### config.mk
export PLATFORM = sky130hd
export DESIGN_NAME = sorted_set_engine_core
export DESIGN_NICKNAME = d
export VERILOG_FILES = /design/src/sv/ssec_pkg.sv /design/src/sv/ssec_ctrl.sv /design/src/sv/ssec_dpath.sv /design/src/sv/sorted_set_engine_core.sv
export SDC_FILE = /design/constraint.sdc
export NUM_CORES = 1
export LEC_CHECK = 0
export BUFFER_PORTS_ARGS = -buffer_cell sky130_fd_sc_hd__buf_2
export CORE_AREA = 2 2 218 220
export DETAILED_ROUTE_END_ITERATION = 8
export DIE_AREA = 0 0 220 222
export GPL_TIMING_DRIVEN = 0
export MAX_ROUTING_LAYER = met4
export PLACE_DENSITY = 0.8
export SYNTH_ARGS = -nofsm -noshare
export SYNTH_HDL_FRONTEND = slang
export SYNTH_SLANG_ARGS = --single-unit
### constraint.sdc
create_clock -name clock -period 3.1 [get_ports clock]
set_clock_uncertainty 0.1 [all_clocks]
set_input_delay 0.465 -clock clock [delete_from_list [all_inputs] [get_ports clock]]
set_output_delay 0.465 -clock clock [all_outputs]
set_load 0.02 [all_outputs]
### src/sv/ssec_pkg.sv
// ----------------------------------------------------------------------------
// ssec_pkg
// Shared types and constants for the sorted set engine: request and status
// codes, controller states and the command/status bundles.
// ----------------------------------------------------------------------------
`default_nettype none

package ssec_pkg;

   localparam int CAPACITY_DEF = 16;

   // request kinds (kind 3 behaves like a search)
   localparam logic [1:0] KIND_INSERT = 2'd0;
   localparam logic [1:0] KIND_REMOVE = 2'd1;
   localparam logic [1:0] KIND_SEARCH = 2'd2;

   // response status codes
   localparam logic [1:0] ST_OK   = 2'd0;
   localparam logic [1:0] ST_MISS = 2'd1;
   localparam logic [1:0] ST_FULL = 2'd2;

   // register map
   localparam logic REG_ORDER = 1'b0;

   typedef enum logic [2:0] {
      S_IDLE,
      S_SCAN,
      S_SHIFT,
      S_PLACE,
      S_DONE
   } ssec_state_type;

   typedef struct packed {
      logic load;        // capture request, start scan
      logic scan;        // scan step
      logic shift_init;  // set up the move pass
      logic shift;       // move step
      logic place;       // write the new value
      logic finish;      // load the response register
   } ssec_cmd_type;

   typedef struct packed {
      logic scan_done;
      logic do_ins;
      logic do_rm;
      logic shift_done;
      logic shift_ins;
      logic rsp_busy;
   } ssec_sts_type;

endpackage

`default_nettype wire

### src/sv/ssec_ctrl.sv
// ----------------------------------------------------------------------------
// ssec_ctrl
// Controller: sequences scan, move, place and response for one request.
// ----------------------------------------------------------------------------
`default_nettype none

module ssec_ctrl
   import ssec_pkg::*;
(
   input  wire logic         clock,
   input  wire logic         reset,
   input  wire logic         req_valid,
   output logic              req_stall,
   input  wire ssec_sts_type sts,
   output ssec_cmd_type      cmd
);

   ssec_state_type state_ff;
   ssec_state_type state_in;

   always_ff @(posedge clock) begin
      if (reset) begin
         state_ff <= S_IDLE;
      end else begin
         state_ff <= state_in;
      end
   end

   always_comb begin
      state_in = state_ff;
      cmd      = '0;
      unique case (state_ff)
         S_IDLE: begin
            if (req_valid) begin
               cmd.load = 1'b1;
               state_in = S_SCAN;
            end
         end
         S_SCAN: begin
            cmd.scan = 1'b1;
            if (sts.scan_done) begin
               if (sts.do_ins || sts.do_rm) begin
                  cmd.shift_init = 1'b1;
                  state_in       = S_SHIFT;
               end else begin
                  state_in = S_DONE;
               end
            end
         end
         S_SHIFT: begin
            cmd.shift = 1'b1;
            if (sts.shift_done) begin
               state_in = sts.shift_ins ? S_PLACE : S_DONE;
            end
         end
         S_PLACE: begin
            cmd.place = 1'b1;
            state_in  = S_DONE;
         end
         S_DONE: begin
            // wait for the response register to free up
            if (!sts.rsp_busy) begin
               cmd.finish = 1'b1;
               state_in   = S_IDLE;
            end
         end
         default: begin
            state_in = S_IDLE;
         end
      endcase
   end

   assign req_stall = (state_ff != S_IDLE);

endmodule

`default_nettype wire

### src/sv/ssec_dpath.sv
// ----------------------------------------------------------------------------
// ssec_dpath
// Datapath: entry memory, scan compare, move pipeline, element count and
// response register.
// ----------------------------------------------------------------------------
`default_nettype none

module ssec_dpath
   import ssec_pkg::*;
#(
   parameter int CAPACITY = CAPACITY_DEF
) (
   input  wire logic                clock,
   input  wire logic                reset,
   input  wire ssec_cmd_type        cmd,
   output ssec_sts_type             sts,
   input  wire logic [1:0]          req_kind,
   input  wire logic signed [31:0]  req_value,
   input  wire logic                order_desc,
   input  wire logic                rsp_stall,
   output logic                     rsp_valid,
   output logic [1:0]               rsp_status,
   output logic [4:0]               rsp_count
);

   localparam int CW = $clog2(CAPACITY + 1);
   localparam int IW = $clog2(CAPACITY);
   localparam logic [CW-1:0] CAP_CNT = CW'(CAPACITY);
   localparam logic [CW-1:0] ONE     = CW'(1);

   logic [31:0]        mem [CAPACITY];
   logic [31:0]        rd_data_ff;

   logic [1:0]         kind_ff;
   logic signed [31:0] value_ff;
   logic [CW-1:0]      held_ff, held_in;
   logic [CW-1:0]      ptr_ff;
   logic               chk_vld_ff;
   logic [IW-1:0]      chk_idx_ff;
   logic               found_ff;
   logic [IW-1:0]      pos_ff;
   logic               at_set_ff;
   logic [CW-1:0]      at_ff;
   logic               mode_ins_ff;
   logic               sh_vld_ff;
   logic [IW-1:0]      sh_dst_ff;
   logic               rsp_valid_ff;
   logic [1:0]         rsp_status_ff, rsp_status_in;
   logic [4:0]         rsp_count_ff;

   logic               is_ins, is_rm, full;
   logic               scan_issue, shift_issue;
   logic               rd_en, wr_en;
   logic [IW-1:0]      rd_addr, wr_addr;
   logic [31:0]        wr_data;
   logic signed [31:0] entry;
   logic               prec;
   logic [CW-1:0]      ptr_dec, ptr_inc;
   logic [CW+4:0]      count_ext;

   assign is_ins  = (kind_ff == KIND_INSERT);
   assign is_rm   = (kind_ff == KIND_REMOVE);
   assign full    = (held_ff == CAP_CNT);
   assign ptr_dec = ptr_ff - ONE;
   assign ptr_inc = ptr_ff + ONE;

   assign scan_issue  = (ptr_ff < held_ff);
   assign shift_issue = mode_ins_ff ? (ptr_ff > at_ff) : (ptr_ff < held_ff);

   assign entry = rd_data_ff;
   assign prec  = order_desc ? (entry > value_ff) : (entry < value_ff);

   // memory ports
   always_comb begin
      rd_en   = (cmd.scan && scan_issue) || (cmd.shift && shift_issue);
      rd_addr = (cmd.shift && mode_ins_ff) ? ptr_dec[IW-1:0] : ptr_ff[IW-1:0];
      wr_en   = sh_vld_ff || cmd.place;
      wr_addr = cmd.place ? at_ff[IW-1:0] : sh_dst_ff;
      wr_data = cmd.place ? value_ff : rd_data_ff;
   end

   always_ff @(posedge clock) begin
      if (rd_en) begin
         rd_data_ff <= mem[rd_addr];
      end
      if (wr_en) begin
         mem[wr_addr] <= wr_data;
      end
   end

   // status and count of the finished request
   always_comb begin
      held_in = held_ff;
      if (is_ins) begin
         if (found_ff) begin
            rsp_status_in = ST_MISS;
         end else if (full) begin
            rsp_status_in = ST_FULL;
         end else begin
            rsp_status_in = ST_OK;
            held_in       = held_ff + ONE;
         end
      end else if (is_rm && found_ff) begin
         rsp_status_in = ST_OK;
         held_in       = held_ff - ONE;
      end else begin
         rsp_status_in = found_ff ? ST_OK : ST_MISS;
      end
   end

   assign count_ext = {5'b0, held_in};

   // control state
   always_ff @(posedge clock) begin
      if (reset) begin
         held_ff      <= '0;
         chk_vld_ff   <= 1'b0;
         sh_vld_ff    <= 1'b0;
         rsp_valid_ff <= 1'b0;
      end else begin
         chk_vld_ff <= cmd.scan && scan_issue;
         sh_vld_ff  <= cmd.shift && shift_issue;
         if (cmd.finish) begin
            held_ff      <= held_in;
            rsp_valid_ff <= 1'b1;
         end else if (!rsp_stall) begin
            rsp_valid_ff <= 1'b0;
         end
      end
   end

   // payload and pass registers
   always_ff @(posedge clock) begin
      if (cmd.load) begin
         kind_ff   <= req_kind;
         value_ff  <= req_value;
         ptr_ff    <= '0;
         found_ff  <= 1'b0;
         pos_ff    <= '0;
         at_set_ff <= 1'b0;
         at_ff     <= held_ff;
      end else if (cmd.shift_init) begin
         mode_ins_ff <= sts.do_ins;
         ptr_ff      <= sts.do_ins ? held_ff : (CW'(pos_ff) + ONE);
      end else if (cmd.scan && scan_issue) begin
         ptr_ff     <= ptr_inc;
         chk_idx_ff <= ptr_ff[IW-1:0];
      end else if (cmd.shift && shift_issue) begin
         ptr_ff    <= mode_ins_ff ? ptr_dec : ptr_inc;
         sh_dst_ff <= mode_ins_ff ? ptr_ff[IW-1:0] : ptr_dec[IW-1:0];
      end

      // compare stage: first match and first slot that does not precede
      if (chk_vld_ff) begin
         if (!found_ff && (rd_data_ff == value_ff)) begin
            found_ff <= 1'b1;
            pos_ff   <= chk_idx_ff;
         end
         if (!at_set_ff && !prec) begin
            at_set_ff <= 1'b1;
            at_ff     <= CW'(chk_idx_ff);
         end
      end

      if (cmd.finish) begin
         rsp_status_ff <= rsp_status_in;
         rsp_count_ff  <= count_ext[4:0];
      end
   end

   always_comb begin
      sts.scan_done  = !scan_issue && !chk_vld_ff;
      sts.do_ins     = is_ins && !found_ff && !full;
      sts.do_rm      = is_rm && found_ff;
      sts.shift_done = !shift_issue && !sh_vld_ff;
      sts.shift_ins  = mode_ins_ff;
      sts.rsp_busy   = rsp_valid_ff && rsp_stall;
   end

   assign rsp_valid  = rsp_valid_ff;
   assign rsp_status = rsp_status_ff;
   assign rsp_count  = rsp_count_ff;

endmodule

`default_nettype wire

### src/sv/sorted_set_engine_core.sv
// ----------------------------------------------------------------------------
// sorted_set_engine_core
// Ordered table of distinct signed 32-bit values with insert, remove and
// search requests; one response (status, element count) per request.
//
// Request channel req_* and response channel rsp_* use valid/stall; a
// transfer happens when valid is high and stall is low. The order register
// (0 ascending, 1 descending) sits at byte address 0 of the csr_* port and
// must be written only while the engine is idle, which is not enforced.
// One request is worked on at a time: a scan of N memory reads, with N the
// element count, to find the match and insert slot, then a move pass of up
// to N entries through the entry memory (one entry per cycle), a write of
// the new value (inserts only) and the response load. Searches and rejected
// requests skip the move pass and the write.
// The response sits in an output register; the next request is taken the
// cycle after it loads. If rsp_stall holds, the following request finishes
// its work and then waits until the response register is free.
// Reset empties the table and selects ascending order; the entry memory is
// not cleared, since only entries below the count are ever read.
// ----------------------------------------------------------------------------
`default_nettype none

module sorted_set_engine_core
   import ssec_pkg::*;
#(
   parameter int CAPACITY = CAPACITY_DEF
) (
   input  wire logic               clock,
   input  wire logic               reset,
   input  wire logic               req_valid,
   output logic                    req_stall,
   input  wire logic [1:0]         req_kind,
   input  wire logic signed [31:0] req_value,
   output logic                    rsp_valid,
   input  wire logic               rsp_stall,
   output logic [1:0]              rsp_status,
   output logic [4:0]              rsp_count,
   input  wire logic               csr_psel,
   input  wire logic               csr_penable,
   input  wire logic               csr_pwrite,
   input  wire logic [2:0]         csr_paddr,
   input  wire logic [31:0]        csr_pwdata,
   output logic [31:0]             csr_prdata,
   output logic                    csr_pready
);

   ssec_cmd_type cmd;
   ssec_sts_type sts;
   logic         order_desc_ff;
   logic         csr_wr;

   assign csr_pready = 1'b1;
   assign csr_wr     = csr_psel && csr_penable && csr_pwrite && csr_pready
                       && (csr_paddr[2] == REG_ORDER);

   always_ff @(posedge clock) begin
      if (reset) begin
         order_desc_ff <= 1'b0;
      end else if (csr_wr) begin
         order_desc_ff <= csr_pwdata[0];
      end
   end

   assign csr_prdata = (csr_paddr[2] == REG_ORDER) ? {31'b0, order_desc_ff} : 32'b0;

   ssec_ctrl u_ctrl (
      .clock     (clock),
      .reset     (reset),
      .req_valid (req_valid),
      .req_stall (req_stall),
      .sts       (sts),
      .cmd       (cmd)
   );

   ssec_dpath #(
      .CAPACITY (CAPACITY)
   ) u_dpath (
      .clock      (clock),
      .reset      (reset),
      .cmd        (cmd),
      .sts        (sts),
      .req_kind   (req_kind),
      .req_value  (req_value),
      .order_desc (order_desc_ff),
      .rsp_stall  (rsp_stall),
      .rsp_valid  (rsp_valid),
      .rsp_status (rsp_status),
      .rsp_count  (rsp_count)
   );

endmodule

`default_nettype wire

Yosys cells after proc, flatten, opt, wreduce, memory -nomap -nowiden
Memory sizes are Yosys's and may differ from the RTL's. A register that Yosys moved wholly into a read port is not among the register bits.
Index checks and enable logic that the tools add are counted.
Widths: inputs -> output; s select.
- magnitude comparators: 4
- multiplexer cells: 53
- add/sub/neg operators: 5
- bitwise gates (word level): 4
- reduce and logical (&&, ||, !) cells: 33
- equal/unequal tests: 12
- operator list (cell ; count):
    $mux 5 ; 12
    $eq 32x32->1 ; 1
    $gt 32x32->1 ; 1
    $lt 32x32->1 ; 1
    $mux 32 ; 1
    $mux 4 ; 6
    $mux 1 ; 22
    $mux 3 ; 6
    $pmux 3 s5 ; 1
    $logic_and 1x1->1 ; 14
    $add 5x1->5 const B ; 2
    $mux 2 ; 5
    $sub 5x1->5 const B ; 2
    $logic_not 1->1 ; 8
    $ne 2x2->1 const B ; 4
    $reduce_and 4->1 ; 2
    $eq 3x2->1 const B ; 2
    $reduce_bool 3->1 ; 2
    $add 4x1->5 const B ; 1
    $eq 5x5->1 const B ; 1
    $gt 5x5->1 ; 1
    $lt 5x5->1 ; 1
    $not 1->1 ; 4
    $eq 3x1->1 const B ; 1
    other kinds (8) ; 10
- output and inout bits: 42
- input bits: 76
- memories: 1
- flip-flop bits (word level): 78
- word-level logic and storage cells: 130
- bits in writable memories: 512
- memory list (memory ; depth ; bits a word ; read ports ; clocked after memory_dff ; wr ports ; RTL line ; RTL):
    u_dpath.mem ; 16 ; 32 ; 1 ; 1 ; 1 ; ssec_dpath.sv:31 ; logic [31:0] mem [CAPACITY];

Longest topological paths before layout
Gate-level depths: netlist (run 1).
- word-level depth: 10
- mapped depth: 12

Cells and area by module
A second synthesis (run 1) with hierarchy kept.
- cell total of the unflattened synthesis: 1316
- area, all modules: 25595.8 µm²
- by module, submodules not included (module ; area each (µm²) ; instances ; cells each):
    ssec_dpath ; 25020.2 ; 1 ; 1244
    sorted_set_engine_core ; 309.0 ; 1 ; 40
    ssec_ctrl ; 266.5 ; 1 ; 32

Least setup slack after synthesis (run 1)
Ideal clock, no wire load.
- path kind: register to register
- start point: register u_ctrl.state_ff[1]
- end point: memory u_dpath.mem[4][0] (enable)
- stages on the path, launching flop included: 7
- setup time: 0.421 ns
- setup slack: -0.061 ns
- data required time: 2.579 ns
- arrival time: 2.640 ns
- cells stage by stage: dfxtp_1 clkbuf_1 nand3b_1 clkbuf_1 nor3_1 a31oi_1 nor2_1
- word-level cells in the longest chain between the ends: 5
- elaborated cells between the ends (all ways): 6
- those cells by class: 1 x eq/ne; 4 x mux; 1 x reduce/logical
- RTL lines (what ; RTL line ; RTL):
    from (decl) ; ssec_ctrl.sv:18 ; ssec_state_type state_ff;
    from (signal assigned) ; ssec_ctrl.sv:25 ; state_ff <= state_in;
    $eq 3x2->1 * ; ssec_ctrl.sv:32 ; unique case (state_ff)
    $mux 1 * ; ssec_ctrl.sv:32 ;
    $logic_or 1x1->1 ; ssec_dpath.sv:77 ; wr_en = sh_vld_ff || cmd.place;
    $mux 1 ; ssec_dpath.sv:86 ; if (wr_en) begin
    $mux 1 (not written as such) ; ssec_dpath.sv:87 ; mem[wr_addr] <= wr_data;
    to (decl) ; ssec_dpath.sv:31 ;
Mark *: on every way between the ends. The rest lies on a longest branch, timed or not.

Final worst setup path (run 1)
- start point: register u_ctrl.state_ff[1]
- end point: memory u_dpath.mem[1][3] (data pin)
- word-level cells in the longest chain between the ends: 3
- RTL lines (what ; RTL line ; RTL):
    $eq 3x2->1 ; ssec_ctrl.sv:32 ;
    $mux 1 ; ssec_ctrl.sv:32 ;
    $mux 32 ; ssec_dpath.sv:79 ; wr_data = cmd.place ? value_ff : rd_data_ff;
    net u_dpath.wr_data[3] ; ssec_dpath.sv:55 ; logic [31:0] wr_data;
The timed path passes the listed nets, and every way through them passes these cells.

==> results.md, run 1 <==
Clock tree:
- The worst-skew pair later-pin latency is 0.66 ns.
- Counting every sink on the clock net gives 622.
- In this run the deepest clock path goes through 3 buffers.
- After clock tree synthesis, the clock-pin slew on the worst setup and hold paths is 0.06 ns.
- The CTS tree is built.
- The cell sitting at the root of the clock tree is a sky130_fd_sc_hd__clkbuf_16.
- The number of H-tree branching levels is 2.
- The number of CTS-inserted buffers is 58.

Floorplanning:
- The effective utilization at floorplan is 54.9%.
- 118 I/O pins were placed.
- The number of rows created at floorplan is 79.
- The vertical extent of the die is 222 um.
- The area of the die is 48800 um2.
- In this run the horizontal extent of the chip is 220 um.
- The core region is 46300 um2.

Logic synthesis:
- During synthesis, Yosys emitted a total of 0 warnings.
- The number of instances in the synthesized netlist is 1333.
- The top cell type's share of synthesized area is 70.2%.
- The most frequent cell after synthesis is sky130_fd_sc_hd__edfxtp_1.
- By area the synthesized netlist is led by sky130_fd_sc_hd__edfxtp_1 70%, sky130_fd_sc_hd__mux4_2 14%, sky130_fd_sc_hd__ha_1 2.4%.
- The fraction of registers with async set or reset after synthesis is 0%.
- The number of synthesized flops with an enable pin is 594.
- The dominant register cell in the synthesized netlist is sky130_fd_sc_hd__edfxtp_1.
- Counting flops and latches in the post-synthesis netlist gives 622.
- Summing every instance area after synthesis gives 25400 um2.
- The average instance in the mapped netlist occupies 19.0 um2.
- After synthesis, flip-flops and latches occupy 72.5% of the total area.
- By count the netlist is led by 594 x sky130_fd_sc_hd__edfxtp_1, 160 x sky130_fd_sc_hd__mux4_2, 66 x sky130_fd_sc_hd__nand2_1.
- The unique cell type count in the Yosys netlist is 65.
- The cell type with the highest aggregate area in the netlist is sky130_fd_sc_hd__edfxtp_1.

Pwr:
- The total power density per cell area is 867 nW/um2.
- The leakage power is 10.1 nW.
- The worst vdd rail ir drop is 0.000573 V.

Cells and area:
- At the end of the flow, the number of nets in the layout was 1677.
- Cells with a size suffix above 1 make up 31.0% of the layout.
- Once layout is complete, the cells apart from fillers number 2208.
- The area growth from synthesis to layout is 17.9%.
- Across the whole layout, storage elements account for 18400 um2.
- The number of filler cells placed in the layout is 2878.
- The number of antenna diodes in the final layout is 0.
- Summing all multi-input logic gate instances after layout gives 6770 um2.

Setup path:
- The critical path start-end classification is reg2reg.
- On the critical path the largest part of the delay comes from buffers and inverters.
- The worst register-to-register path ends at u_dpath.mem[1][3]$_DFFE_PP_.
- The worst setup path is captured at a flop.
- The data required time of the critical path is 3.28 ns.
- In this run the critical register-to-register path is launched from u_ctrl.state_ff[1]$_SDFFE_PP0P_.
- The worst reg-to-reg path cell count is 5.
- The setup slack of the worst register-to-register path is -0.14 ns.
- In this design, the stage delay of the slowest critical-path cell is 0.91 ns.
- Data on the critical path arrives at its endpoint at 3.43 ns.
- The critical path contains buffers and inverters numbering 3 combined.
- The worst setup path is launched from a flop.
- The most used cell along the critical path is sky130_fd_sc_hd__clkbuf_1.
- The standard cell with the maximum stage delay on the critical path is sky130_fd_sc_hd__o21ai_1.
- The critical path goes through clkbuf_1 > nand3b_1 > clkbuf_1 > clkbuf_1 > o21ai_1.
- The critical-path maximum fanout is 16.

Timing:
- The maximum frequency from static timing analysis is 308 MHz.
- Setup violations remaining at the end of the flow were counted as 139.
- The number of failing hold endpoints at the final stage is 0.
- Across all setup checks in the final design, the least slack found is -0.143 ns.
- The final hold slack is 0.0595 ns.
- The routed design could run at a clock period as short as 3.24 ns.
- The final count of pins violating max slew is 0.
- For the final routed database, the setup TNS stands at -10.14 ns.
- For the pin with the worst max-slew slack, the measured transition is 1.18 ns.
- The remaining max-slew budget at the tightest pin is 21.2%.
- Setup repair after global routing could not meet its margin everywhere.
- In the finished design, the share of the clock period the worst path needs comes to 105%.

Global routing:
- The first global-routing pass estimated 90.1 mm of wire.
- The via count of the first global-routing pass is 14216.
- The maximum number of pins on one net before global-route repair is 22.
- The initial antenna violation count is 0.
- Global routing used 26.3% of the available tracks.
- The overflow left after global routing is 0.

Place:
- The detailed placer's ending HPWL is 35.4 mm.
- The number of buffers added on ports is 52.
- The placer's final routability congestion estimate is 0.857.
- The total placed cells including tap cells is 2040.

Routing:
- The via count of the routed design is 13993.
- The number of detailed-routing iterations run before antenna repair is 6.
- The count of unresolved DRC violations after routing is 0.
- Dividing the detail-routed wire length by the instance count gives 27.9 um.
- The ratio of routed vias to standard cells is 6.34.
- In this run the remaining antenna-violating nets after routing total 0.
- The first routing iteration left 2159 violations.
- Summed over all layers, the routed wires come to 61.7 mm.

Run status:
- The run finished, with violations left.
- The final reports fail on setup timing.

Hold path:
- The worst hold path begins at rsp_stall.
- Counting instances, the worst hold path has a depth of 3.
- The worst-case hold path end point is u_dpath.rsp_valid$_SDFFE_PP0P_.
- The path type of the worst min-delay path is in2reg.

Flow run:
- The tool flagged a number of max-cap violations equal to 0.
sequential cells by signal, indices dropped and copies added, names as in the netlist, 3 cells and up:
register,count
u_ctrl.state_ff,3
u_dpath.at_ff,5
u_dpath.chk_idx_ff,4
u_dpath.entry,32
u_dpath.held_ff,5
u_dpath.mem,512
u_dpath.pos_ff,4
u_dpath.ptr_ff,5
u_dpath.rsp_count,5
u_dpath.sh_dst_ff,4
u_dpath.value_ff,32
metrics by stage:
step / instance area [um2] / util (%) / worst slack [ns] / total power [W]
final: 30000 / 64.7 / -0.143 / 0.0260
after global routing: 30000 / 64.7 / -0.344 / 0.0269
after floorplan: 25500 / - / -0.0614 / 0.0164
after detailed placement: 27000 / 58.4 / -0.797 / 0.0186
after global placement: 26500 / 57.3 / -2.22 / 0.0182
after CTS: 29700 / 64.1 / -0.401 / 0.0257
area by class of cell:
class                           count  share of cell area [%]
Inverter                           58                   0.735
Timing Repair Buffer              131                    4.45
Multi-Input combinational cell    593                    22.6
Buffer                             88                    2.16
Tap cell                          607                    2.54
Clock inverter                     37                   0.982
Sequential cell                   622                    61.4
Clock buffer                       72                    5.09
cells in the final DEF (no fill, tap or decap), types with 28 or more instances in the layout:
cell / n
sky130_fd_sc_hd__conb_1: 32
sky130_fd_sc_hd__inv_1: 53
sky130_fd_sc_hd__mux4_2: 160
sky130_fd_sc_hd__ha_1: 47
sky130_fd_sc_hd__dlygate4sd3_1: 36
sky130_fd_sc_hd__a21oi_1: 28
sky130_fd_sc_hd__buf_12: 31
sky130_fd_sc_hd__edfxtp_1: 594
sky130_fd_sc_hd__nor2_1: 33
sky130_fd_sc_hd__buf_2: 56
sky130_fd_sc_hd__buf_4: 57
sky130_fd_sc_hd__clkbuf_16: 58
sky130_fd_sc_hd__nand2_1: 66
worst max-delay path by stage:
stage	end	from	depth (start not counted)	slack [ns]
CTS	u_dpath.mem[2][23]$_DFFE_PP_	u_ctrl.state_ff[1]$_SDFFE_PP0P_	5	-0.40
global route	u_dpath.mem[13][9]$_DFFE_PP_	u_ctrl.state_ff[1]$_SDFFE_PP0P_	5	-0.34
global placement	u_dpath.mem[2][26]$_DFFE_PP_	u_ctrl.state_ff[1]$_SDFFE_PP0P_	6	-2.22
finish	u_dpath.mem[1][3]$_DFFE_PP_	u_ctrl.state_ff[1]$_SDFFE_PP0P_	5	-0.14
floorplan	u_dpath.mem[4][0]$_DFFE_PP_	u_ctrl.state_ff[1]$_SDFFE_PP0P_	6	-0.06
detailed placement	u_dpath.entry[15]$_DFFE_PP_	u_dpath.ptr_ff[0]$_SDFFE_PP0P_	7	-0.80
per-layer routing:
metal  vias up  global-route usage [%]  part of all wire (%)
li1       5765                       -                     -
met1      7087                    35.1                    37
met2       976                    41.6                    50
met3       165                    4.28                    10
met4         0                    9.29                   3.6
met5         -                       -                     0
kinds of logic (layout without fill, tap and decap cells):
family,Yosys count,after routing,synth area share [%]
DFF,622,622,72.5
and+or+nand+nor,192,192,3.66
buffers and inverters,148,386,3.00
xor gates and xnor gates,11,11,0.379
AOI/OAI and AO/OA,137,137,3.40
muxes,172,172,14.7
other,2,32,0.0296
adders and majority gates,49,49,2.41
power breakdown:
| part | leakage, nW | internal (W) | switching, W |
|---|---|---|---|
| logic | 3.66 | 0.00346 | 0.00458 |
| clock network | 0.880 | 0.00368 | 0.00313 |
| registers | 5.59 | 0.0108 | 0.000304 |
tightest hold or removal path, delay by kind of cell:
| family | cells | cell delay [ns] |
|---|---|---|
| buffers and inverters | 1 | 0.12 |
| AND/OR/NAND/NOR | 1 | 0.09 |
| AO/OA/AOI/OAI | 1 | 0.06 |
what timing repair did:
item	in CTS	in global routing
hold buffers	36	0
endpoints found under the hold margin	37	0
gates resized for setup	84	45
buffers inserted	18	7
pin swaps	17	9
setup endpoints to repair	973	1036
(Power assumes the default switching activity.)
==> run 2: changes to the inputs <==
CELL_PAD_IN_SITES_DETAIL_PLACEMENT = 1   (was default)
CELL_PAD_IN_SITES_GLOBAL_PLACEMENT = 1   (was default)
CORE_AREA = 2 2 234 236   (was 2 2 218 220)
DIE_AREA = 0 0 236 238   (was 0 0 220 222)
HOLD_SLACK_MARGIN = 0.15   (was default)
PLACE_DENSITY = 0.79   (was 0.8)
==> results.md, run 2 (same netlist as run 1, synthesis figures left out) <==
Clock tree:
- The number of clock sinks is 622.
- The CTS root buffer is sky130_fd_sc_hd__clkbuf_16.
- Clock latency on the worst-skew pair, taken at its later pin, is 0.63 ns.
- The number of CTS-inserted buffers is 66.
- The maximum clock insertion buffer count is 3.
- The clock slew at the register clock pins of the worst setup and hold paths is 0.06 ns.
- TritonCTS built the clock tree.
- The clock tree synthesis step divided the H-tree into 3 levels.

Cells and area:
- The register with the most flip-flops in the layout has 512 of them.
- The core occupancy in the finished layout is 57.5%.
- The total number of nets in the final design is 1700.
- The share of post-route cells with drive strength above 1 is 33.4%.
- Leaving out fill and tap cells, the most frequent cell in the layout is sky130_fd_sc_hd__edfxtp_1.
- 0 antenna diodes ended up in the layout.
- Leaving out fill and tap cells, the most frequent cells in the layout are 594 x sky130_fd_sc_hd__edfxtp_1, 160 x sky130_fd_sc_hd__mux4_2, 69 x sky130_fd_sc_hd__buf_4, 69 x sky130_fd_sc_hd__clkbuf_16, 66 x sky130_fd_sc_hd__nand2_1.
- The layout overhead on the synthesized area is 21.1%.
- The number of filler cells placed in the layout is 4625.
- u_dpath.mem holds more flip-flops than any other register.

Routing:
- Before antenna repair, the detailed router went through 5 iterations.
- The count of antenna-violating nets left after detailed routing is 0.
- The final route contains 14232 vias.
- Wires add up to 70.3 mm.
- The count of unresolved DRC violations after routing is 0.
- The number of design-rule violations left by the first detailed-router iteration is 1511.
- The routed length per placed instance is 30.3 um.
- The ratio of routed vias to standard cells is 6.13.

Place:
- The placer's final routability congestion estimate is 0.804.
- Detailed placement ended at an HPWL of 41.4 mm.
- The setup slack at placement is -0.899 ns.
- The number of buffers added on ports is 52.

Floorplanning:
- The number of rows created at floorplan is 85.
- The initial utilization of the core area, before any placement, comes to 47.5%.
- The area of the die is 56200 um2.
- The top-level port count is 118.
- The vertical extent of the die is 238 um.
- The area of the placeable core is 53500 um2.
- The die width is 236 um.

Timing:
- The final hold slack is 0.195 ns.
- The shortest period the worst path allows is 3.10 ns.
- The maximum frequency from static timing analysis is 323 MHz.
- The number of failing hold endpoints at the final stage is 0.
- The number of setup violations in the final report is 1.
- The share of the cycle needed by the critical path after routing is 100%.
- The slew of the pin with the lowest slew margin is 1.14 ns.
- The remaining max-slew budget at the tightest pin is 23.1%.
- The total negative setup slack is -0.000233 ns.
- The final count of pins violating max slew is 0.
- The final worst slack is -0.000233 ns.
- Setup repair after global routing could not meet its margin everywhere.

Pwr:
- The design draws 0.0278 W.
- Summed over all cells, the static leakage comes to 10.5 nW.
- The worst vdd rail ir drop is 0.000500 V.
- In this run the power density over the cells is 904 nW/um2.

Setup path:
- Walking the worst path, the cells encountered are inv_2 > ha_4 > nand4_1 > or4_4 > a21oi_4 > o41ai_2 > a21o_1 > buf_6 > buf_4 > o41ai_4 > a211oi_2.
- Together, buffers and inverters on the worst path number 3.
- For the worst setup path, the data arrival time is 3.47 ns.
- The critical-path maximum fanout is 7.
- The category of the worst setup path capture point is a flop.
- Grouping stages by cell kind, the critical path spends the most delay in compound AO/OA/AOI/OAI gates.
- The slowest stage of the critical path is the sky130_fd_sc_hd__or4_4 cell.
- By startpoint and endpoint, the worst setup path is classified as reg2reg.
- The element type at the critical path start is a flop.
- Data on the critical path is required at its endpoint by 3.47 ns.
- The delay of the slowest cell on the worst path is 0.53 ns.

Global routing:
- The combined global-route utilization of all metal layers is 26.3%.
- The first global-routing pass estimated 103 mm of wire.
- Global routing finished with a remaining overflow of 0.
- Entering global routing, the biggest net connects 23 pins.
- The initial antenna violation count was 0.
- The via count of the first global-routing pass is 15250.

Hold path:
- The min-delay analysis places its worst path in the category in2reg.

Flow run:
- Across the run, the number of max-cap violations was 0.

Run status:
- The final reports fail on setup timing.
- The flow ran to the end, but the final reports show violations.
==> run 2: cell types whose count changed in the layout (fill, tap and decap cells not counted), sizes merged <==
cell,delta
inv,-1
dlygate4sd3,+1
clkinv,+1
bufinv,+7
clkinvlp,-2
clkbuf,+3
buf,+16
==> run 2: metal layers <==
layer / GRT usage, % / vias to the layer above / wire length (um)
met5: - / - / 0
met4: 12.7 / 0 / 3120
met3: 4.42 / 201 / 5270
met2: 43.1 / 783 / 35200
met1: 32.1 / 7433 / 26700
li1: - / 5815 / -
==> run 2: final cells by class <==
| class | count | area [um2] | area share [%] |
|---|---|---|---|
| clock buffer | 77 | 1760 | 5.71 |
| clock inverter | 42 | 422 | 1.37 |
| sequential | 622 | 18400 | 59.9 |
| inverter | 58 | 235 | 0.765 |
| multi-input combinational | 593 | 6940 | 22.6 |
| tap | 696 | 871 | 2.83 |
| buffer | 89 | 709 | 2.31 |
| timing repair buffer | 145 | 1400 | 4.56 |
==> run 2: worst paths after layout <==
| kind | start | to | slack [ns] | cells after the start |
|---|---|---|---|---|
| max | u_dpath.value_ff[13]$_DFFE_PP_ | u_dpath.at_ff[1]$_DFF_P_ | -0.0002 | 11 |
| min | csr_penable | order_desc_ff$_SDFFE_PP0P_ | 0.20 | 4 |
| max reg2reg | u_dpath.value_ff[13]$_DFFE_PP_ | u_dpath.at_ff[1]$_DFF_P_ | -0.0002 | 11 |
| min reg2reg | u_dpath.at_set_ff$_DFF_P_ | u_dpath.at_set_ff$_DFF_P_ | 0.35 | 1 |
==> run 2: where the power goes <==
group | internal (W) | leakage [nW] | switching [W]
Clock | 0.00474 | 1.07 | 0.00336
Combinational | 0.00368 | 3.79 | 0.00489
Sequential | 0.0108 | 5.59 | 0.000339
==> run 2: tightest hold or removal path, cell delays in order <==
cell and delay, ns:
sky130_fd_sc_hd__buf_2 0.07, sky130_fd_sc_hd__and4b_1 0.20, sky130_fd_sc_hd__a21oi_1 0.08, sky130_fd_sc_hd__nor2_1 0.07
==> run 2: what timing repair did <==
action | 4_1_cts | 5_1_grt
hold buffers | 37 | 0
pin swaps | 22 | 13
resized for setup | 120 | 64
setup buffers | 23 | 14
setup endpoints to repair | 1040 | 1008
hold endpoints to repair | 38 | 0
==> run 2: metrics by stage <==
stage,instance area [um2],instances
floorplan,25500,1363
detailed placement,27100,2129
global placement,26600,2111
global route,30700,2322
finish,30700,2322
CTS,30400,2307
